===== src/rtl/core/rtt_pkg.sv =====
// Range translation table: shared constants, opcodes and the controller/datapath
// command and status bundles. No dependencies.

package rtt_pkg;

    localparam int ENTRIES = 64;
    localparam int IDX_W   = $clog2(ENTRIES);
    localparam int CNT_W   = $clog2(ENTRIES + 1);
    localparam int VAL_W   = 32;
    localparam int MAP_W   = 33;

    localparam logic [1:0] OP_INSERT = 2'd0;
    localparam logic [1:0] OP_LOOKUP = 2'd1;
    localparam logic [1:0] OP_CLEAR  = 2'd2;

    typedef struct packed {
        logic [VAL_W-1:0] dest;
        logic [VAL_W-1:0] src;
        logic [VAL_W-1:0] span;
    } entry_t;

    typedef struct packed {
        logic load;
        logic srch_rd;
        logic srch_step;
        logic shift_init;
        logic shift_rd;
        logic shift_wr;
        logic write_new;
        logic clear;
        logic set_full;
        logic set_miss;
        logic set_hit;
    } dp_cmd_t;

    typedef struct packed {
        logic [1:0] op;
        logic       full;
        logic       srch_done;
        logic       found;
        logic       shift_done;
    } dp_stat_t;

endpackage


===== src/rtl/core/rtt_ctrl.sv =====
// Range translation table controller: sequences search, shift and write steps
// and issues datapath commands. Depends on rtt_pkg.

module rtt_ctrl
    import rtt_pkg::*;
(
    input  logic     clk,
    input  logic     rst_n,
    input  logic     start,
    input  dp_stat_t stat,
    output dp_cmd_t  cmd,
    output logic     busy,
    output logic     done
);

    localparam logic [2:0] S_IDLE     = 3'd0;
    localparam logic [2:0] S_DISPATCH = 3'd1;
    localparam logic [2:0] S_SRCH_RD  = 3'd2;
    localparam logic [2:0] S_SRCH_CMP = 3'd3;
    localparam logic [2:0] S_SHIFT_RD = 3'd4;
    localparam logic [2:0] S_SHIFT_WR = 3'd5;
    localparam logic [2:0] S_DONE     = 3'd6;

    logic [2:0] state_reg;
    logic [2:0] state_next;

    assign busy = state_reg != S_IDLE;
    assign done = state_reg == S_DONE;

    always_comb
    begin
        cmd        = '0;
        state_next = state_reg;
        unique case (state_reg)
            S_IDLE:
            begin
                if (start)
                begin
                    cmd.load   = 1'b1;
                    state_next = S_DISPATCH;
                end
            end
            S_DISPATCH:
            begin
                priority if (stat.op == OP_INSERT)
                begin
                    if (stat.full)
                    begin
                        cmd.set_full = 1'b1;
                        state_next   = S_DONE;
                    end
                    else
                    begin
                        state_next = S_SRCH_RD;
                    end
                end
                else if (stat.op == OP_LOOKUP)
                begin
                    state_next = S_SRCH_RD;
                end
                else if (stat.op == OP_CLEAR)
                begin
                    cmd.clear  = 1'b1;
                    state_next = S_DONE;
                end
                else
                begin
                    state_next = S_DONE;
                end
            end
            S_SRCH_RD:
            begin
                if (stat.srch_done)
                begin
                    if (stat.op == OP_LOOKUP)
                    begin
                        cmd.set_miss = 1'b1;
                        state_next   = S_DONE;
                    end
                    else
                    begin
                        cmd.shift_init = 1'b1;
                        state_next     = S_SHIFT_RD;
                    end
                end
                else
                begin
                    cmd.srch_rd = 1'b1;
                    state_next  = S_SRCH_CMP;
                end
            end
            S_SRCH_CMP:
            begin
                if (stat.op == OP_LOOKUP && stat.found)
                begin
                    cmd.set_hit = 1'b1;
                    state_next  = S_DONE;
                end
                else
                begin
                    cmd.srch_step = 1'b1;
                    state_next    = S_SRCH_RD;
                end
            end
            S_SHIFT_RD:
            begin
                if (stat.shift_done)
                begin
                    cmd.write_new = 1'b1;
                    state_next    = S_DONE;
                end
                else
                begin
                    cmd.shift_rd = 1'b1;
                    state_next   = S_SHIFT_WR;
                end
            end
            S_SHIFT_WR:
            begin
                cmd.shift_wr = 1'b1;
                state_next   = S_SHIFT_RD;
            end
            S_DONE:
            begin
                state_next = S_IDLE;
            end
            default:
            begin
                state_next = S_IDLE;
            end
        endcase
    end

    always_ff @(posedge clk or negedge rst_n)
    begin
        if (!rst_n)
        begin
            state_reg <= S_IDLE;
        end
        else
        begin
            state_reg <= state_next;
        end
    end

    a_done_single: assert property (@(posedge clk) disable iff (!rst_n)
        done |=> !busy)
        else $error("result strobe lasted more than one cycle");

    a_start_taken: assert property (@(posedge clk) disable iff (!rst_n)
        (start && !busy) |=> (busy && $past(cmd.load)))
        else $error("request not taken");

    a_write_once: assert property (@(posedge clk) disable iff (!rst_n)
        cmd.write_new |=> done)
        else $error("insert write not followed by result");

endmodule


===== config.mk =====
export PLATFORM = sky130hd
export DESIGN_NAME = rtt_ctrl
export DESIGN_NICKNAME = d
export VERILOG_FILES = /design/src/rtl/core/rtt_pkg.sv /design/src/rtl/core/rtt_ctrl.sv
export SDC_FILE = /design/constraint.sdc
export NUM_CORES = 1
export LEC_CHECK = 0
export ABC_AREA = 1
export BUFFER_PORTS_ARGS = -buffer_cell sky130_fd_sc_hd__buf_4
export CORE_AREA = 2 2 39 41
export DETAILED_ROUTE_END_ITERATION = 12
export DIE_AREA = 0 0 41 43
export SYNTH_ARGS = -nofsm -noshare
export SYNTH_HDL_FRONTEND = slang
export SYNTH_SLANG_ARGS = --single-unit

===== constraint.sdc =====
create_clock -name clk -period 1.39 [get_ports clk]
set_input_delay 0.417 -clock clk [delete_from_list [all_inputs] [get_ports clk]]
set_output_delay 0.417 -clock clk [all_outputs]
set_load 0.005 [all_outputs]

# --- After elaboration in Yosys (flattened, before gate mapping) ---
# Index checks and enable logic that the tools add are counted.
classes:
  magnitude_cmp: 0
  n_reduce_logical: 4
  mux: 34
  mul: 0
  n_bitwise: 0
  div: 0
  eq_ne: 9
  n_addsub: 0
  shifts: 0
op_table:
  columns: ["op", "n"]
  rows:
  - ["1-bit 2-to-1 mux", 24]
  - ["3-bit 2-to-1 mux", 6]
  - ["3-bit case mux with 6 select lines", 1]
  - ["3-bit == test, second input constant", 3]
  - ["3-bit by 2-bit == test with 1-bit output, second input constant", 2]
  - ["2-bit 2-to-1 mux", 3]
  - ["3-bit by 1-bit == test with 1-bit output, second input constant", 1]
  - ["3-bit zero test", 1]
  - ["3-bit nonzero test", 1]
  - ["2-bit by 1-bit == test with 1-bit output, second input constant", 1]
  - ["2-bit == test, second input constant", 1]
  - ["2-bit zero test", 1]
  - ["2-bit inequality test, second input constant", 1]
  - ["1-bit logical AND", 1]
word_totals:
  mem_bits_ro: 0
  regBits: 3
  in_bits: 9
  latch_bits: 0
  mem_bits_rw: 0
  out_inout_bits: 13
  n_memories: 0
  word_cells: 48

# --- Depth between registers and ports, before layout ---
logic_depth:
  ltp_word: 5
  mapped_depth: 6
  depth_no_buf: 6

# --- Worst setup path before layout ---
# OpenSTA, ideal clock, no wires.
synth_timing:
  path_type: "register to output"
  startpoint: "register state_reg[2]"
  endpoint: "output cmd[2] (netlist name)"
  stages_incl_launch_ff: 4
  path_buffers: 0
  path_slack_ps: 98
  required_time_ps: 973
  t_arrival_ps: 875
  cell_sequence: "dfrtp_1 -> inv_2 -> nand2_2 -> nor4_1"
synth_rtl:
  columns: ["item", "line", "text"]
  rows:
  - ["start: declaration", "rtt_ctrl.sv:24", "logic [2:0] state_reg;"]
  - ["start signal: assignment", "rtt_ctrl.sv:142", "state_reg <= state_next;"]
  - ["end: declaration", "rtt_ctrl.sv:11", "output dp_cmd_t cmd,"]

==> impl_results.rst <==
.. list-table::
   :header-rows: 1

   * - Metric
     - Value
   * - Synthesized instance count
     - 50
   * - Total length of routed wires
     - 1120 um
   * - Initial Util
     - 21.6%
   * - Chip Width
     - 41 um
   * - Number of warnings issued by yosys
     - 0
   * - Multi-input combinational cell area
     - 218 um2
   * - Antenna violations before repair
     - 0
   * - Detail Route Antenna Nets
     - 0
   * - Biggest cell delay along the critical path
     - 430 ps
   * - Sequential cell area
     - 77.6 um2
   * - Highest clock rate
     - 0.612 GHz
   * - Vias after detailed routing
     - 455
   * - Number of nets in the synthesized netlist
     - 59
   * - Max Fanout on Critical Path
     - 6
   * - Category of the worst setup path launch point
     - register
   * - Data required, critical path
     - 970 ps
   * - GRT Resource Usage Total
     - 13.8%
   * - N_diodes
     - 0
   * - Final setup TNS
     - -2650 ps
   * - Sw Share
     - 42.5%
   * - Buffering stage count on the worst path with inverters included
     - 2
   * - Kind of critical path
     - reg -> out
   * - Part of the total power dissipated in the clock network
     - 12.9%
   * - Crit path setup slack, layout
     - -243 ps
   * - DR WL/cell
     - 10.2 um
   * - Area of the die
     - 1760 um2
   * - Vias/cell
     - 4.14
   * - Maximum VDD drop
     - 768 uV
   * - Reg2Reg Capture Point
     - state_reg[0]
   * - Count of nets after finishing
     - 104
   * - P_leak
     - 0.403 nW
   * - Final weighted congestion of routability-driven global placement
     - 0.744
   * - DRC errors left
     - 0
   * - FILL cells
     - 147
   * - Pins Over Slew Limit
     - 0
   * - Setup repair after global routing missed its margin
     - yes
   * - CTS tree
     - done
   * - Worst rel slew slack
     - 84.6%
   * - Max Buffers Root-to-Sink
     - 2
   * - Tcrit/Tclk final
     - 117%
   * - Post-Route Skew
     - 1.09 ps
   * - Kind of end point of the critical path
     - primary output
   * - Global-route wire length before repair
     - 1670 um
   * - Post-synthesis area per instance
     - 5.98 um2
   * - Clk root buf
     - clkbuf_4
   * - Endpoints failing hold
     - 0
   * - Unique cell type count in the Yosys netlist
     - 15
   * - FF-to-FF Start
     - state_reg[2]
   * - Tightest hold margin
     - 504 ps
   * - Placed instance area
     - 537 um2
   * - Final core area utilization
     - 51.7%
   * - Number of max-cap violations
     - 0
   * - Synthesis-stage register bit count
     - 3
   * - Residual overflow from global routing
     - 0
   * - Later-pin clock latency in the skew report
     - 240 ps
   * - Post-layout instance count excluding filler cells
     - 110
   * - Reg-to-reg slack, setup
     - -130 ps
   * - WP data arrival
     - 1220 ps
   * - Number of placed instances with taps included
     - 95
   * - First DRT Iteration DRCs
     - 4
   * - Total of buffers placed on input and output ports
     - 21
   * - Transition at the pin with the smallest max-transition slack
     - 229 ps
   * - Core region area
     - 1380 um2
   * - Cell at the slowest stage of the critical path
     - dfrtp_2
   * - Total standard cell area after synthesis
     - 299 um2
   * - Cell Rows
     - 14
   * - Stages on the worst setup path
     - 5
   * - Share of post-route cells with drive strength above 1
     - 66.0%
   * - Power Dens Cells
     - 1710 nW/um2
   * - Internal Pwr Total
     - 0.000704 W
   * - Type of the worst min-delay path
     - in -> async
   * - CP Cell Sequence
     - inv_2 > nor2_4 > nand3_4 > a21oi_2 > buf_4
   * - Top-Level Pins
     - 22
   * - Worst R2R Path Depth
     - 11
   * - Largest net degree at the start of global routing
     - 7
   * - Router iterations before antenna repair
     - 2
   * - Post-route cell area
     - 716 um2
   * - Die height
     - 43 um
   * - Comb power frac
     - 69.6%
   * - Result of the run
     - finished, violations left
   * - Violations in the final reports
     - setup timing
   * - Gate family responsible for the most delay along the worst path
     - flip-flops
   * - Number of flip-flops in the largest register
     - 3
   * - Fraction of power consumed by sequential logic
     - 17.5%
   * - Post-layout min period
     - 1630 ps
   * - Number of buffers created by CTS
     - 3
   * - Clock slew seen by the registers of the worst setup and hold paths
     - 40 ps
   * - Synth-to-layout area growth
     - 139%
   * - Seq/Total Area, Yosys
     - 25.1%
   * - Final number of setup-violating endpoints
     - 15
   * - Maximum level of the CTS H-tree
     - 1
   * - HPWL reported at the end of detailed placement
     - 677 um
   * - Via count of the first global-routing pass
     - 407
   * - NetSw
     - 0.000520 W
   * - Clock sink count
     - 3
## worst max path at each step
stage,start,endpoint,slack [ps]
finish,state_reg[1],cmd[7],-240
global route,state_reg[1],cmd[1],-320
CTS,state_reg[1],cmd[7],-240
detailed placement,stat[5],cmd[8],-90
global placement,stat[5],cmd[8],-70
floorplan,state_reg[2],cmd[2],100
## layout make-up
| cell class | instances | area share (%) |
|---|---|---|
| Clock buffer | 4 | 3.67 |
| Multi-Input combinational cell | 32 | 30.4 |
| Tap cell | 16 | 2.80 |
| Timing Repair Buffer | 40 | 44.4 |
| Sequential cell | 3 | 10.8 |
| Inverter | 15 | 7.87 |
## power groups by stage
stage	clock, W	sequential [W]	combinational, W
after floorplan	0	0.000195	0.000274
after global placement	0	0.000197	0.000571
after detailed placement	0	0.000197	0.000570
after CTS	0.000164	0.000202	0.000657
after global routing	0.000171	0.000220	0.000934
final	0.000158	0.000214	0.000852
## cell families (layout without fill, tap and decap cells)
logic type	count (synthesis)	after routing	share of synthesized area, %
AO/OA/AOI/OAI	3	3	5.02
buffers and inverters	15	59	18.8
flip-flops	3	3	25.1
AND/OR/NAND/NOR	29	29	51.0
## cell usage after synthesis (all sizes together)
| master | n | area [um2] |
|---|---|---|
| nor4 | 2 | 12.5 |
| a21oi | 1 | 5.00 |
| nor3 | 1 | 5.00 |
| nand4 | 3 | 18.8 |
| dfrtp | 3 | 75.1 |
| o21ai | 2 | 10.0 |
| nor2 | 8 | 40.0 |
| nand3 | 6 | 40.0 |
| nand2 | 9 | 36.3 |
| inv | 15 | 56.3 |
## per-stage QoR
step                      setup slack [ps]  power [W]
final                                 -243    0.00122
after global routing                  -320    0.00133
after CTS                             -239    0.00102
after detailed placement             -89.3   0.000768
after global placement               -65.7   0.000768
after floorplan                       98.2   0.000469
## what timing repair did
action                     in CTS  in global routing
gates resized for setup         8                 13
hold buffers                    1                  0
hold endpoints to repair        3                  0
pin swaps                       3                  7
setup endpoints to repair      13                 15
setup buffers                   5                  5
## routing by layer
| metal | GRT usage, % | part of all wire [%] |
|---|---|---|
| met1 | 17.2 | 37 |
| met2 | 21.6 | 55 |
| met3 | 6.28 | 7.8 |
| met4 | 2.00 | 0 |
| met5 | 0 | 0 |
## placed cells by master (no fill, tap or decap)
master and instances:
nor2_2 2, dfrtp_2 2, nor2_4 3, nand2_4 1, nor4_1 1, inv_1 10, clkbuf_4 3, inv_2 5
clkbuf_1 1, buf_4 35, a21oi_2 1, nand2_2 2, nand4_1 3, nand2_1 6, nand3_2 2, nor2_1 3
dlygate4sd3_1 1, dfrtp_1 1, nor4_2 1, nor3_1 1, o21ai_0 2, nand3_4 1, nand3_1 3, buf_6 4
No activity file was read; power rests on OpenSTA's default activity.
